`config.mk`:
```
export PLATFORM = sky130hd
export DESIGN_NAME = array_linked_list
export DESIGN_NICKNAME = d
export VERILOG_FILES = /design/src/design/all_pkg.sv /design/src/design/array_linked_list.sv /design/src/design/all_datapath.sv /design/src/design/all_ctrl.sv
export SDC_FILE = /design/constraint.sdc
export NUM_CORES = 2
export LEC_CHECK = 0
export BUFFER_PORTS_ARGS = -buffer_cell sky130_fd_sc_hd__buf_2
export CORE_MARGIN = 4
export CORE_UTILIZATION = 45
export DETAILED_ROUTE_END_ITERATION = 8
export GPL_TIMING_DRIVEN = 0
export PLACE_DENSITY_LB_ADDON = 0.25
export SETUP_SLACK_MARGIN = 0.4
export SYNTH_ARGS = -nofsm -noshare
export SYNTH_HDL_FRONTEND = slang
export SYNTH_SLANG_ARGS = --single-unit
export TNS_END_PERCENT = 5
```
`constraint.sdc`:
```
create_clock -name clk_i -period 9.75 [get_ports clk_i]
set_clock_uncertainty 0.1 [all_clocks]
set_input_delay 1.4625 -clock clk_i [delete_from_list [all_inputs] [get_ports clk_i]]
set_output_delay 1.4625 -clock clk_i [all_outputs]
set_load 0.02 [all_outputs]
```
`src/design/all_pkg.sv`:
```
// Shared constants and types for the array linked list.
package all_pkg;
  localparam int NodeCount = 64;
  localparam int IdxW = $clog2(NodeCount + 1);
  localparam int AddrW = $clog2(NodeCount);
  localparam int CntW = IdxW;
  localparam logic [IdxW-1:0] NullLink = IdxW'(NodeCount);

  localparam logic [1:0] KindIns = 2'd0;
  localparam logic [1:0] KindDel = 2'd1;
  localparam logic [1:0] KindRd = 2'd2;
  localparam logic [1:0] KindRsv = 2'd3;

  localparam logic [1:0] StOk = 2'd0;
  localparam logic [1:0] StFull = 2'd1;
  localparam logic [1:0] StEmpty = 2'd2;
  localparam logic [1:0] StRange = 2'd3;

  typedef struct packed {
    logic load;      // capture request, reset walk
    logic scan_step; // advance free scan
    logic walk_step; // follow one link
    logic commit;    // apply update and form result
    logic relink;    // second link write of an insert
  } cmd_t;

  typedef struct packed {
    logic scan_done;
    logic walk_done;
    logic reject;    // early status decided
  } stat_t;
endpackage

```
`src/design/array_linked_list.sv`:
```
// Top level of the array linked list.
// One request at a time; in_ready_o is high only while idle. After the input
// transfer the request is loaded, the free scan steps to the lowest free node
// (or to the end when every node is taken), the walk follows position links,
// then commit and relink run and the result is offered; every kind runs the free
// scan, and a rejected request passes through scan and walk without stepping. The
// result is held until taken; the next request can transfer in the cycle after.
module array_linked_list import all_pkg::*; (
  input  logic        clk_i,
  input  logic        rst_ni,
  input  logic        in_valid_i,
  output logic        in_ready_o,
  input  logic [1:0]  kind_i,
  input  logic [6:0]  position_i,
  input  logic [31:0] value_i,
  output logic        out_valid_o,
  input  logic        out_ready_i,
  output logic [1:0]  status_o,
  output logic [31:0] read_value_o,
  output logic [6:0]  length_o,
  output logic        empty_res_o
);
  cmd_t cmd;
  stat_t stat;

  all_ctrl u_ctrl (.clk_i, .rst_ni, .in_valid_i, .in_ready_o, .out_valid_o,
    .out_ready_i, .stat_i(stat), .cmd_o(cmd));

  all_datapath u_dp (.clk_i, .rst_ni, .cmd_i(cmd), .stat_o(stat), .kind_i,
    .position_i, .value_i, .status_o, .read_value_o, .length_o, .empty_res_o);
endmodule

```
`src/design/all_datapath.sv`:
```
// Datapath: node stores, free scan, link walk, result register.
module all_datapath import all_pkg::*; (
  input  logic            clk_i,
  input  logic            rst_ni,
  input  cmd_t            cmd_i,
  output stat_t           stat_o,
  input  logic [1:0]      kind_i,
  input  logic [6:0]      position_i,
  input  logic [31:0]     value_i,
  output logic [1:0]      status_o,
  output logic [31:0]     read_value_o,
  output logic [6:0]      length_o,
  output logic            empty_res_o
);
  logic [31:0]     node_value [NodeCount];
  logic [IdxW-1:0] node_link [NodeCount];
  logic [NodeCount-1:0] free_q;
  logic [IdxW-1:0] head_q;
  logic [CntW-1:0] count_q;
  logic [1:0]      kind_q;
  logic [6:0]      pos_q;
  logic [31:0]     val_q;
  logic [IdxW-1:0] scan_q, cur_q, cur_d, prev_q, link_rd_q;
  logic [6:0]      steps_q;
  logic            found_q;
  logic            link_pend_q;
  logic            link_we;
  logic [AddrW-1:0] link_wa;
  logic [IdxW-1:0] link_wd;

  logic [1:0] early;
  logic       has_early;
  always_comb begin
    has_early = 1'b1;
    early = StRange;
    case (kind_q)
      KindIns: begin
        if (count_q >= CntW'(NodeCount)) early = StFull;
        else if (7'(pos_q) > 7'(count_q)) early = StRange;
        else has_early = 1'b0;
      end
      KindDel, KindRd: begin
        if (count_q == '0) early = StEmpty;
        else if (7'(pos_q) >= 7'(count_q)) early = StRange;
        else has_early = 1'b0;
      end
      default: early = StRange;
    endcase
  end

  // walk pos links: cur ends on the node at pos, prev on its predecessor
  assign stat_o.reject = has_early;
  assign stat_o.scan_done = found_q || (scan_q == NullLink);
  assign stat_o.walk_done = (steps_q == pos_q);

  logic [AddrW-1:0] ca, fa, pa;
  assign ca = cur_q[AddrW-1:0];
  assign fa = scan_q[AddrW-1:0];
  assign pa = prev_q[AddrW-1:0];

  // link_rd_q always holds the link of cur_q
  always_comb begin
    cur_d = cur_q;
    if (cmd_i.load) cur_d = head_q;
    else if (cmd_i.walk_step) cur_d = link_rd_q;
  end

  always_comb begin
    link_we = 1'b0;
    link_wa = fa;
    link_wd = cur_q;
    if (cmd_i.commit && !has_early) begin
      if (kind_q == KindIns) begin
        link_we = 1'b1;
      end else if (kind_q == KindDel && pos_q != 7'd0) begin
        link_we = 1'b1;
        link_wa = pa;
        link_wd = link_rd_q;
      end
    end else if (cmd_i.relink && link_pend_q) begin
      link_we = 1'b1;
      link_wa = pa;
      link_wd = scan_q;
    end
  end

  always_ff @(posedge clk_i) begin
    if (link_we) node_link[link_wa] <= link_wd;
    link_rd_q <= node_link[cur_d[AddrW-1:0]];
  end

  always_ff @(posedge clk_i or negedge rst_ni) begin
    if (!rst_ni) begin
      free_q <= '1;
      head_q <= NullLink;
      count_q <= '0;
      kind_q <= '0;
      pos_q <= '0;
      val_q <= '0;
      found_q <= 1'b0;
      scan_q <= '0;
      cur_q <= NullLink;
      prev_q <= NullLink;
      steps_q <= '0;
      link_pend_q <= 1'b0;
      status_o <= StOk;
      read_value_o <= '0;
    end else begin
      cur_q <= cur_d;
      if (cmd_i.load) begin
        kind_q <= kind_i;
        pos_q <= position_i;
        val_q <= value_i;
        scan_q <= '0;
        found_q <= 1'b0;
        prev_q <= NullLink;
        steps_q <= '0;
        link_pend_q <= 1'b0;
      end
      if (cmd_i.scan_step) begin
        if (free_q[fa]) found_q <= 1'b1;
        else scan_q <= scan_q + IdxW'(1);
      end
      if (cmd_i.walk_step) begin
        prev_q <= cur_q;
        steps_q <= steps_q + 7'd1;
      end
      if (cmd_i.commit) begin
        status_o <= has_early ? early : StOk;
        read_value_o <= (!has_early && kind_q == KindRd) ? node_value[ca] : '0;
        link_pend_q <= !has_early && kind_q == KindIns && pos_q != 7'd0;
        if (!has_early) begin
          case (kind_q)
            KindIns: begin
              if (pos_q == 7'd0) head_q <= scan_q;
              free_q[fa] <= 1'b0;
              count_q <= count_q + CntW'(1);
            end
            KindDel: begin
              if (pos_q == 7'd0) head_q <= link_rd_q;
              free_q[ca] <= 1'b1;
              count_q <= count_q - CntW'(1);
            end
            default: ;
          endcase
        end
      end
    end
  end

  always_ff @(posedge clk_i) begin
    if (cmd_i.commit && !has_early && kind_q == KindIns) node_value[fa] <= val_q;
  end

  // length/empty reflect count after commit
  assign length_o = 7'(count_q);
  assign empty_res_o = (count_q == '0);
endmodule

```
`src/design/all_ctrl.sv`:
```
// Controller: sequences scan, walk and commit for one request.
module all_ctrl import all_pkg::*; (
  input  logic  clk_i,
  input  logic  rst_ni,
  input  logic  in_valid_i,
  output logic  in_ready_o,
  output logic  out_valid_o,
  input  logic  out_ready_i,
  input  stat_t stat_i,
  output cmd_t  cmd_o
);
  localparam logic [2:0] SIdle = 3'd0, SScan = 3'd1, SWalk = 3'd2,
                         SCommit = 3'd3, SOut = 3'd4, SLink = 3'd5;
  logic [2:0] state_q, state_d;

  always_comb begin
    state_d = state_q;
    cmd_o = '0;
    in_ready_o = 1'b0;
    out_valid_o = 1'b0;
    case (state_q)
      SIdle: begin
        in_ready_o = 1'b1;
        if (in_valid_i) begin
          cmd_o.load = 1'b1;
          state_d = SScan;
        end
      end
      SScan: begin
        if (stat_i.reject || stat_i.scan_done) state_d = SWalk;
        else cmd_o.scan_step = 1'b1;
      end
      SWalk: begin
        if (stat_i.reject || stat_i.walk_done) state_d = SCommit;
        else cmd_o.walk_step = 1'b1;
      end
      SCommit: begin
        cmd_o.commit = 1'b1;
        state_d = SLink;
      end
      SLink: begin
        cmd_o.relink = 1'b1;
        state_d = SOut;
      end
      SOut: begin
        out_valid_o = 1'b1;
        if (out_ready_i) state_d = SIdle;
      end
      default: state_d = SIdle;
    endcase
  end

  always_ff @(posedge clk_i or negedge rst_ni) begin
    if (!rst_ni) state_q <= SIdle;
    else state_q <= state_d;
  end

`ifndef SYNTHESIS
  a_one_cmd: assert property (@(posedge clk_i) disable iff (!rst_ni)
    $onehot0(cmd_o)) else $error("multiple commands");
  a_commit_link: assert property (@(posedge clk_i) disable iff (!rst_ni)
    cmd_o.commit |=> cmd_o.relink) else $error("commit without relink");
  a_link_out: assert property (@(posedge clk_i) disable iff (!rst_ni)
    cmd_o.relink |=> out_valid_o) else $error("relink without result");
  a_load_idle: assert property (@(posedge clk_i) disable iff (!rst_ni)
    cmd_o.load |-> !out_valid_o) else $error("load while result pending");
`endif
endmodule
```
==> flow_summary.json <==
{
  "drive_gt1_share_pct": 13.1,
  "core_sq_um": 213000,
  "area_delta_synth_final_pct": 16.8,
  "postCtsSetupBuffers": 0,
  "numCtsBuffers": 283,
  "vdd_drop_max_mv": 0.225,
  "syn-num-nets": 5989,
  "ctsRootBufferMaster": "clkbuf_16",
  "worstSkewPairLatency_ns": 0.94,
  "hold_buffers": 0,
  "track_usage_pct": 36.6,
  "violations": "max-capacitance violations, max-slew violations",
  "cts_max_level": 5,
  "r2r_cells": 10,
  "path_clk_slew_ns": 0.06,
  "endpoint_kind": "flop",
  "crit_end": "u_dp.read_value_o[8]",
  "yosysSeqAreaShare_pct": 80.5,
  "nNetsFinal": 6508,
  "viasPerCell": 7.14,
  "dieWidth_um": 471,
  "syn_area_sq_um": 96600,
  "finalSetupTns_ns": 0,
  "wl_um": 417000,
  "total_power_uw": 36900,
  "synth_edf_count": 2432,
  "first_global_vias": 62100,
  "max_slew_margin_pct": -14.0,
  "drc": 0,
  "cp-start-kind": "flop",
  "antenna_found_initial": 35,
  "io_pins": 89,
  "die_area_sq_um": 222000,
  "period_share_pct": 72.1,
  "fill_cells": 17000,
  "grt_overflow": 0,
  "wl_per_cell_um": 44.0,
  "setup_viol": 0,
  "crit_path_max_fanout": 11,
  "place.gp.congestion": 1.00,
  "hold_viol_final": 0,
  "power_density_nw_per_um2": 326,
  "tightestPinTransition_ns": 1.71,
  "regToRegEndpoint": "u_dp.read_value_o[8]",
  "crit_start": "u_dp.cur_q[0]",
  "cp.required_ns": 10.54,
  "hold_path_class": "in2async",
  "finalCriticalPeriod_ns": 7.02,
  "rows": 169,
  "post-dp-hpwl_um": 278000,
  "r2r_setup_slack_ns": 2.73,
  "final-max-slew-violation-count": 432,
  "grt_pass1_wl_um": 547000,
  "cellLeakagePower_uw": 0.0361,
  "instances_no_fill": 9475,
  "placed_cells_incl_taps": 8973,
  "synthDistinctLibCells": 76,
  "status": "complete, but fails checks",
  "grt_max_degree": 84,
  "synth_warnings": 0,
  "ys_ff_latch": 2621,
  "final_common_cell": "edfxtp_1",
  "portBuffers": 88,
  "drtIter0Drc": 14300,
  "dr.pass1.iters": 9,
  "synth_cells": 5924,
  "final_cell_mix": "edfxtp_1, o22ai_1, nand2_1",
  "postSynth.asyncResetShare_pct": 6.98,
  "reg2reg_from": "u_dp.cur_q[0]",
  "clock_path_buffers": 4,
  "rsz0062_at_grt": "no",
  "start_util_pct": 45.4,
  "vias": 67700,
  "synth.avg_cell_area_sq_um": 16.3,
  "antenna_left": 0,
  "ys.flop_type": "edfxtp_1",
  "cp_data_arrival_time_ns": 7.81,
  "drv_cap": 45,
  "fp.dieH_um": 471,
  "fmax_mhz": 142,
  "cts_tree": "done",
  "cts_resized": 0,
  "cts_num_sinks": 2621,
  "critPathKind": "reg2reg"
}
-- kinds of logic (layout without fill, tap and decap cells) --
group	Yosys count	after routing	share of synthesized area (%)
DFF	2621	2621	80.5
AOI/OAI and AO/OA	1631	1631	11.0
and+or+nand+nor	1157	1157	5.65
buffers and inverters	415	1127	1.69
muxes	61	61	0.660
adders and majority gates	20	20	0.267
xor gates and xnor gates	19	19	0.172
other	0	18	0
-- per-layer routing --
layer  global-route usage [%]  wire [um]  vias up
met4                     27.7      41400       22
li1                         -          -    25200
met5                    0.238        284        -
met1                     43.6     133000    33700
met3                     16.2      68100     1849
met2                     52.1     174000     6874
-- sequential cells by signal, summed over array words and instances, names as in the netlist, 6 cells and up --
register	flops
u_dp.length_o	7
u_dp.link_rd_q	6
u_dp.free_q	64
u_dp.prev_q	6
u_dp.steps_q	7
u_dp.node_link	384
u_dp.pos_q	7
u_dp.read_value_o	32
u_dp.cur_q	6
u_dp.head_q	6
u_dp.scan_q	7
u_dp.val_q	32
u_dp.node_value	2048
-- synth_stat cells, types with 5 or more instances --
cell	count	area share (%)
nand3b_1	9	0.070
nor2b_1	6	0.039
o21ai_0	105	0.54
a211o_1	9	0.082
xnor2_1	14	0.13
nand2b_1	13	0.084
nand4_1	6	0.039
ha_1	19	0.25
and2_1	9	0.058
buf_4	7	0.054
a211oi_1	31	0.24
o221ai_1	74	0.67
a21oi_1	133	0.69
nor3_1	85	0.44
and3_1	32	0.21
a31oi_1	47	0.30
nor4_1	212	1.4
nand2_1	450	1.7
o22ai_1	984	6.4
buf_1	31	0.12
or2_2	9	0.058
mux2_2	8	0.093
edfxtp_1	2432	76
clkbuf_1	320	1.2
dfxtp_1	6	0.12
a311oi_1	8	0.073
dfrtp_1	119	3.1
dfstp_2	64	1.7
nor2_1	203	0.79
o31ai_1	11	0.085
o22a_1	76	0.69
a22oi_1	63	0.49
buf_2	32	0.17
xor2_1	5	0.045
a221oi_1	17	0.15
a22o_1	43	0.39
inv_1	20	0.078
nand3_1	94	0.49
mux2i_1	50	0.52
-- critical path, stage by stage (launching register included) --
cell and delay [ns]:
dfrtp_1 0.32, clkbuf_1 0.48, or3_1 0.20, clkbuf_1 1.11
clkbuf_1 0.43, clkbuf_1 1.17, o22ai_1 0.21, nor4_1 1.27
o22ai_1 0.24, nor4_1 1.16, a22o_1 0.26
-- where the power goes --
group,switching (uW),total [uW],internal (uW)
Combinational,8950,11700,2720
Sequential,1050,15000,14000
Clock,4360,10200,5820
Total,14400,36900,22500
-- through the flow --
stage          worst slack (ns)  hold slack [ns]  area, sq um  util, %
3_5_place_dp               3.21            0.365       104000     49.0
6_report                   2.73            0.302       113000     53.0
4_1_cts                    3.16            0.308       113000     52.9
2_1_floorplan              4.47            0.341        96600        -
5_1_grt                    3.07            0.303       113000     53.0
3_3_place_gp              0.995            0.360       101000     47.2
-- worst min-delay path by stage --
stage	from	endpoint	slack [ns]	cells after the start
detailed placement	u_dp.head_q[0]	u_dp.head_q[0]	0.37	2
CTS	rst_ni	u_dp.read_value_o[31]	0.31	1
global route	rst_ni	u_dp.read_value_o[31]	0.30	1
finish	rst_ni	u_dp.read_value_o[31]	0.30	1
floorplan	u_dp.head_q[0]	u_dp.head_q[0]	0.34	2
global placement	u_dp.head_q[0]	u_dp.head_q[0]	0.36	2
-- final cells by class --
cell class / count / area, sq um / share of cell area [%]
Clock inverter: 115 / 843 / 0.747
Multi-Input combinational cell: 2888 / 17700 / 15.7
Buffer: 391 / 1600 / 1.41
Tap cell: 2821 / 3530 / 3.13
Inverter: 24 / 92.6 / 0.0820
Timing Repair Buffer: 234 / 3570 / 3.16
Clock buffer: 363 / 7610 / 6.74
Antenna cell: 18 / 45.0 / 0.0399
Sequential cell: 2621 / 77900 / 69.0
Power figures use the tool's default switching activity.
